$ cat src/design/hfargb8_pkg.sv
// Shared types and constants for the half-float RGBA to ARGB8 converter.
package hfargb8_pkg;

    localparam int HALF_W    = 16;
    localparam int BYTE_W    = 8;
    localparam int EXP_W     = 5;
    localparam int MANT_W    = 10;
    localparam int SIG_W     = MANT_W + 1;
    localparam int SHAMT_W   = 4;
    // sig * 255 fits in sig width plus eight bits
    localparam int PROD_W    = SIG_W + BYTE_W;
    // largest shift is 14 for a value below one
    localparam int SHIFT_W   = PROD_W + 14;
    localparam int ACC_W     = SHIFT_W + 1;
    localparam int ROUND_POS = 24;
    localparam int QUOT_POS  = 25;
    localparam int QUOT_W    = ACC_W - QUOT_POS;

    localparam logic [EXP_W-1:0]  EXP_ALL_ONES = 5'h1F;
    localparam logic [EXP_W-1:0]  EXP_ONE      = 5'd15;
    localparam logic [EXP_W-1:0]  EXP_ZERO     = 5'd0;
    localparam logic [BYTE_W-1:0] UNORM_MAX    = 8'hFF;
    localparam logic [BYTE_W-1:0] UNORM_ZERO   = 8'h00;

    typedef struct packed {
        logic [HALF_W-1:0] red_half;
        logic [HALF_W-1:0] green_half;
        logic [HALF_W-1:0] blue_half;
        logic [HALF_W-1:0] alpha_half;
    } pix_in_t;

    typedef struct packed {
        logic [BYTE_W-1:0] alpha_byte;
        logic [BYTE_W-1:0] red_byte;
        logic [BYTE_W-1:0] green_byte;
        logic [BYTE_W-1:0] blue_byte;
    } pix_out_t;

endpackage

$ cat src/design/hfargb8_chan_conv.sv
// One channel: binary16 bit pattern to unorm8 with round half up.
module hfargb8_chan_conv
    import hfargb8_pkg::*;
(
    input  logic [HALF_W-1:0] half_in,
    output logic [BYTE_W-1:0] byte_out
);

    logic              sign;
    logic [EXP_W-1:0]  expo;
    logic [MANT_W-1:0] mant;
    logic [SIG_W-1:0]  sig;
    logic [SHAMT_W-1:0] shamt;
    logic [PROD_W-1:0] prod;
    logic [SHIFT_W-1:0] shifted;
    logic [ACC_W-1:0]  acc;
    logic [QUOT_W-1:0] quot;
    logic [BYTE_W-1:0] scaled;

    assign sign = half_in[HALF_W-1];
    assign expo = half_in[MANT_W +: EXP_W];
    assign mant = half_in[MANT_W-1:0];

    // subnormals use an implicit zero and exponent one
    assign sig   = {(expo != EXP_ZERO), mant};
    assign shamt = (expo == EXP_ZERO) ? SHAMT_W'(1) : expo[SHAMT_W-1:0];

    // sig * 255 as (sig << 8) - sig
    assign prod    = {sig, {BYTE_W{1'b0}}} - PROD_W'(sig);
    assign shifted = SHIFT_W'(prod) << shamt;
    assign acc     = ACC_W'(shifted) + (ACC_W'(1) << ROUND_POS);
    assign quot    = acc[ACC_W-1:QUOT_POS];
    assign scaled  = (quot > QUOT_W'(UNORM_MAX)) ? UNORM_MAX : quot[BYTE_W-1:0];

    // special cases first, in order
    always_comb
    begin
        priority if (sign)
            byte_out = UNORM_ZERO;
        else if (expo == EXP_ALL_ONES)
            byte_out = (mant != '0) ? UNORM_ZERO : UNORM_MAX;
        else if (expo >= EXP_ONE)
            byte_out = UNORM_MAX;
        else if (expo == EXP_ZERO && mant == '0)
            byte_out = UNORM_ZERO;
        else
            byte_out = scaled;
    end

endmodule

$ cat src/design/half_float_rgba_to_argb8_unit.sv
// Top level: input register, four channel converters, result register.
//
//  channel | signals                       | payload
//  --------+-------------------------------+----------------------------
//  input   | in_valid, in_ready, in_data   | pix_in_t (four binary16)
//  output  | out_valid, out_ready, out_data| pix_out_t (four unorm8)
//
// One pixel per cycle sustained while out_ready is held; an accepted request passes
// through the input register, then the result register, before it shows as valid.
// The conversion is one pass of logic between the two registers.
// Reset clears both valid flags; payload registers are not reset.
// A stalled output holds its result; the input stage keeps accepting
// as long as its register is empty or moving on.
module half_float_rgba_to_argb8_unit
    import hfargb8_pkg::*;
(
    input  logic     clk,
    input  logic     rst_n,
    input  logic     in_valid,
    output logic     in_ready,
    input  pix_in_t  in_data,
    output logic     out_valid,
    input  logic     out_ready,
    output pix_out_t out_data
);

    logic     s1_valid_reg, s1_valid_next;
    pix_in_t  s1_data_reg;
    logic     out_valid_reg, out_valid_next;
    pix_out_t out_data_reg;
    pix_out_t conv;
    logic     s1_move;
    logic     in_take;

    // stage handshake
    assign s1_move  = s1_valid_reg && (!out_valid_reg || out_ready);
    assign in_ready = !s1_valid_reg || s1_move;
    assign in_take  = in_valid && in_ready;

    assign s1_valid_next  = in_take || (s1_valid_reg && !s1_move);
    assign out_valid_next = s1_move || (out_valid_reg && !out_ready);

    // channel converters
    hfargb8_chan_conv u_conv_a (.half_in(s1_data_reg.alpha_half), .byte_out(conv.alpha_byte));
    hfargb8_chan_conv u_conv_r (.half_in(s1_data_reg.red_half),   .byte_out(conv.red_byte));
    hfargb8_chan_conv u_conv_g (.half_in(s1_data_reg.green_half), .byte_out(conv.green_byte));
    hfargb8_chan_conv u_conv_b (.half_in(s1_data_reg.blue_half),  .byte_out(conv.blue_byte));

    // valid flags
    always_ff @(posedge clk or negedge rst_n)
    begin
        if (!rst_n)
        begin
            s1_valid_reg  <= 1'b0;
            out_valid_reg <= 1'b0;
        end
        else
        begin
            s1_valid_reg  <= s1_valid_next;
            out_valid_reg <= out_valid_next;
        end
    end

    // payload registers
    always_ff @(posedge clk)
    begin
        if (in_take)
            s1_data_reg <= in_data;
        if (s1_move)
            out_data_reg <= conv;
    end

    assign out_valid = out_valid_reg;
    assign out_data  = out_data_reg;

    // an accepted request lands in the input register
    a_take_lands: assert property (@(posedge clk) disable iff (!rst_n)
        in_valid && in_ready |=> s1_valid_reg)
        else $error("accepted request missing from input stage");

    // a held input stage behind a stalled output is not lost or changed
    a_stall_holds: assert property (@(posedge clk) disable iff (!rst_n)
        s1_valid_reg && out_valid_reg && !out_ready |=> s1_valid_reg && $stable(s1_data_reg))
        else $error("input stage lost data under stall");

    // a staged request reaches an empty output in the next cycle
    a_stage_moves: assert property (@(posedge clk) disable iff (!rst_n)
        s1_valid_reg && !out_valid_reg |=> out_valid_reg)
        else $error("staged request did not reach output");

endmodule

$ cat config.mk
export PLATFORM = sky130hd
export DESIGN_NAME = half_float_rgba_to_argb8_unit
export DESIGN_NICKNAME = d
export VERILOG_FILES = /design/src/design/hfargb8_pkg.sv /design/src/design/hfargb8_chan_conv.sv /design/src/design/half_float_rgba_to_argb8_unit.sv
export SDC_FILE = /design/constraint.sdc
export NUM_CORES = 1
export LEC_CHECK = 0
export ABC_AREA = 1
export BUFFER_PORTS_ARGS = -buffer_cell sky130_fd_sc_hd__buf_2
export CAP_MARGIN = 10
export CORE_UTILIZATION = 49
export CTS_BUF_LIST = sky130_fd_sc_hd__clkbuf_8
export DETAILED_ROUTE_END_ITERATION = 7
export PLACE_DENSITY = 0.69
export SKIP_CTS_REPAIR_TIMING = 1
export SLEW_MARGIN = 0
export SYNTH_ARGS = -nofsm -noshare
export SYNTH_HDL_FRONTEND = slang
export SYNTH_SLANG_ARGS = --single-unit
$ cat constraint.sdc
create_clock -name clk -period 8.35 [get_ports clk]
set_clock_uncertainty 0.1 [all_clocks]
set_input_delay 1.67 -clock clk [delete_from_list [all_inputs] [get_ports clk]]
set_output_delay 1.67 -clock clk [all_outputs]
set_load 0.1 [all_outputs]
==> impl_metrics.tcl <==
set metrics [dict create \
    regArea_mm2 0.00293 \
    clockBufferDepth 2 \
    yosysUniqueCellTypes 40 \
    ys_seq_area_share_pct 37.6 \
    cpLargestDelayFamily "buffers and inverters" \
    die_height_um 128 \
    top_layer_used "met4" \
    crit_type "in -> out" \
    ff2ff_path_depth 25 \
    r2r-end "out_data[11]" \
    nFillCells 1487 \
    path_max_fanout 3 \
    largest_register_ffs 64 \
    r2r-start "s1_data_reg[43]" \
    cts_tree "built" \
    hold_depth 2 \
    synth-edff-count 96 \
    p_total_mw 1.31 \
    critPathCaptureType "output pin" \
    setup_viol 0 \
    crit_path_max_incr_delay_ns 0.44 \
    clk_pin_slew_ns 0.09 \
    numCtsBuffers 9 \
    holdCritStartpoint "s1_valid_reg" \
    synth_fp_nets 1192 \
    grt_pass1_vias 6655 \
    dr.pass1.iters 6 \
    met3_length_um 881 \
    die_w_um 128 \
    worstSkewPairLatency_ns 0.38 \
    overflow 0 \
    cp_cell_sequence "buf_2, inv_1, nand3_1, buf_2" \
    drtIter0Drc 576 \
    cp-start-kind "primary input" \
    met2WireLength_mm 8.52 \
    ff2ff_setup_slack_ns 4.28 \
    wl_per_cell_um 12.6 \
    via_per_inst 5.12 \
    max-vdd-ir-drop_mv 0.0951 \
    slew_viol_final 0 \
    cp.arrival_ns 2.37 \
    drt_wl_total_mm 18.0 \
    placed_cell_area_mm2 0.00852 \
    root_buffer "clkbuf_8" \
    synth-seq-cells 98 \
    cpMaxStageDelayCell "buf_2" \
    rsz0062_at_grt "false" \
    syn_avg_cell_area_um2 7.04 \
    track_usage_pct 22.9 \
    layout-drive-gt1-share_pct 18.4 \
    fin_crit_ns 4.14 \
    required_ns 6.58 \
    mostFrequentLayoutCells "nand2_1, nand3_1, inv_1" \
    worstPathBufferInverterCount 3 \
    crit_top_cell "buf_2" \
    cap_violations 0 \
    powerDensity_mw_per_mm2 151 \
    leakagePower_nw 4.21 \
    htreeDepth 3 \
    num_rows 45 \
    hp-class "reg -> reg" \
    fin_crit_sh_pct 49.6 \
    status "completed" \
    antenna_found_initial 1 \
    portBuffers 101 \
    setup_tns_ns 0 \
    postLayoutCellArea_mm2 0.00869 \
    worst_hold_path.endpoint "out_valid" \
    grt_pass1_wl_mm 29.8 \
    timing.fmax_mhz 241 \
    hold_slack_ns 0.424 \
    hold_viol 0 \
    worst_slack_ns 4.21 \
    tightestPinTransition_ns 1.01 \
    place_hpwl_mm 14.3 \
    vias 7312 \
    relSlewSlack_pct 32.6 \
    ioPinCount 102 \
    grt_max_degree 65 \
    drt-met1-wl_mm 8.16 \
    fin_nets 1295 \
    syn-cell-area_mm2 0.00780 \
    dp_slack_ns 4.21 \
    synthCells 1108 \
    synth_flop_cell "edfxtp_1" \
    synthArstFlopShare_pct 2.04 \
    coreArea_mm2 0.0154 \
    start_util_pct 50.8 \
    mostFrequentLayoutCell "nand2_1" \
    die_area_mm2 0.0164 \
    cts.sinks 98 \
    synth_warnings 0 \
    gp_congestion 0.919 \
    multi_input_area_mm2 0.00419 \
    postRouteAntennaNets 0 \
    area_delta_synth_final_pct 11.4 \
    drc 0 \
]
==> where the power goes <==
| part | internal, mW | total [mW] | switching, mW | leakage (nW) |
|---|---|---|---|---|
| clock | 0.108 | 0.283 | 0.175 | 0.0873 |
| sequential | 0.586 | 0.616 | 0.0299 | 0.951 |
| combinational | 0.107 | 0.415 | 0.308 | 3.18 |
==> cell usage after synthesis (all sizes together) (4+ instances only) <==
master	instances	area [um2]
nand2	350	1380
nand3	243	1290
inv	163	614
nor2	122	617
edfxtp	96	2880
nand4	29	224
a21oi	25	140
ha	16	200
nor3	16	91.3
o21ai	14	73.8
buf	8	60.1
xor2	5	43.8
xnor2	4	35.0
==> worst reg2reg max path, cell delays in order (launching register included) <==
cell and delay, ns:
edfxtp_1 0.56, inv_1 0.45, nand4_1 0.26, inv_1 0.21, ha_1 0.30, inv_2 0.09
nor2_4 0.11, nand2_1 0.07, nor2_2 0.10, nand2_1 0.05, nand2_1 0.11, nand2_1 0.09
nand3_1 0.10, nand2_1 0.06, nand2_1 0.05, nand2_1 0.06, nand2_1 0.06, nand3_1 0.15
inv_1 0.10, ha_1 0.18, nand2_1 0.10, nor2_2 0.15, xor2_1 0.16, nand3_1 0.08
nand2_1 0.08, inv_1 0.03
==> metal layers <==
metal,GRT usage [%],vias up
met1,28.2,3216
li1,-,3871
met5,0,-
met2,39.4,193
met3,5.05,32
met4,8.37,0
==> worst max-delay path by stage <==
| stage | cells past startpoint | end | start |
|---|---|---|---|
| floorplan | 4 | s1_data_reg[0] | out_ready |
| global placement | 4 | in_ready | out_ready |
| detailed placement | 4 | in_ready | out_ready |
| CTS | 4 | in_ready | out_ready |
| global route | 26 | out_data[15] | s1_data_reg[43] |
| finish | 4 | in_ready | out_ready |
==> logic make-up after synthesis <==
family	share of synthesized area, %
XOR/XNOR	1.01
AO/OA/AOI/OAI	3.56
flip-flops	37.6
buffers and inverters	8.89
AND/OR/NAND/NOR	46.4
adder cells (fa/ha/maj)	2.57
==> cell type report <==
cell class              instances  share of cell area (%)
inverters                     165                    7.16
flip-flops and latches         98                    33.8
multi-input cells             835                    48.2
clock inverters                 6                   0.490
clock buffers                   9                    1.43
diodes                          2                  0.0576
well taps                     211                    3.04
repair buffers                102                    5.90
==> per-stage QoR <==
stage,instances,util (%)
final,1428,56.5
after floorplan,1108,-
after global placement,1411,55.4
after detailed placement,1411,55.4
after global routing,1427,56.5
after CTS,1426,56.5
No activity file was read; power rests on OpenSTA's default activity.
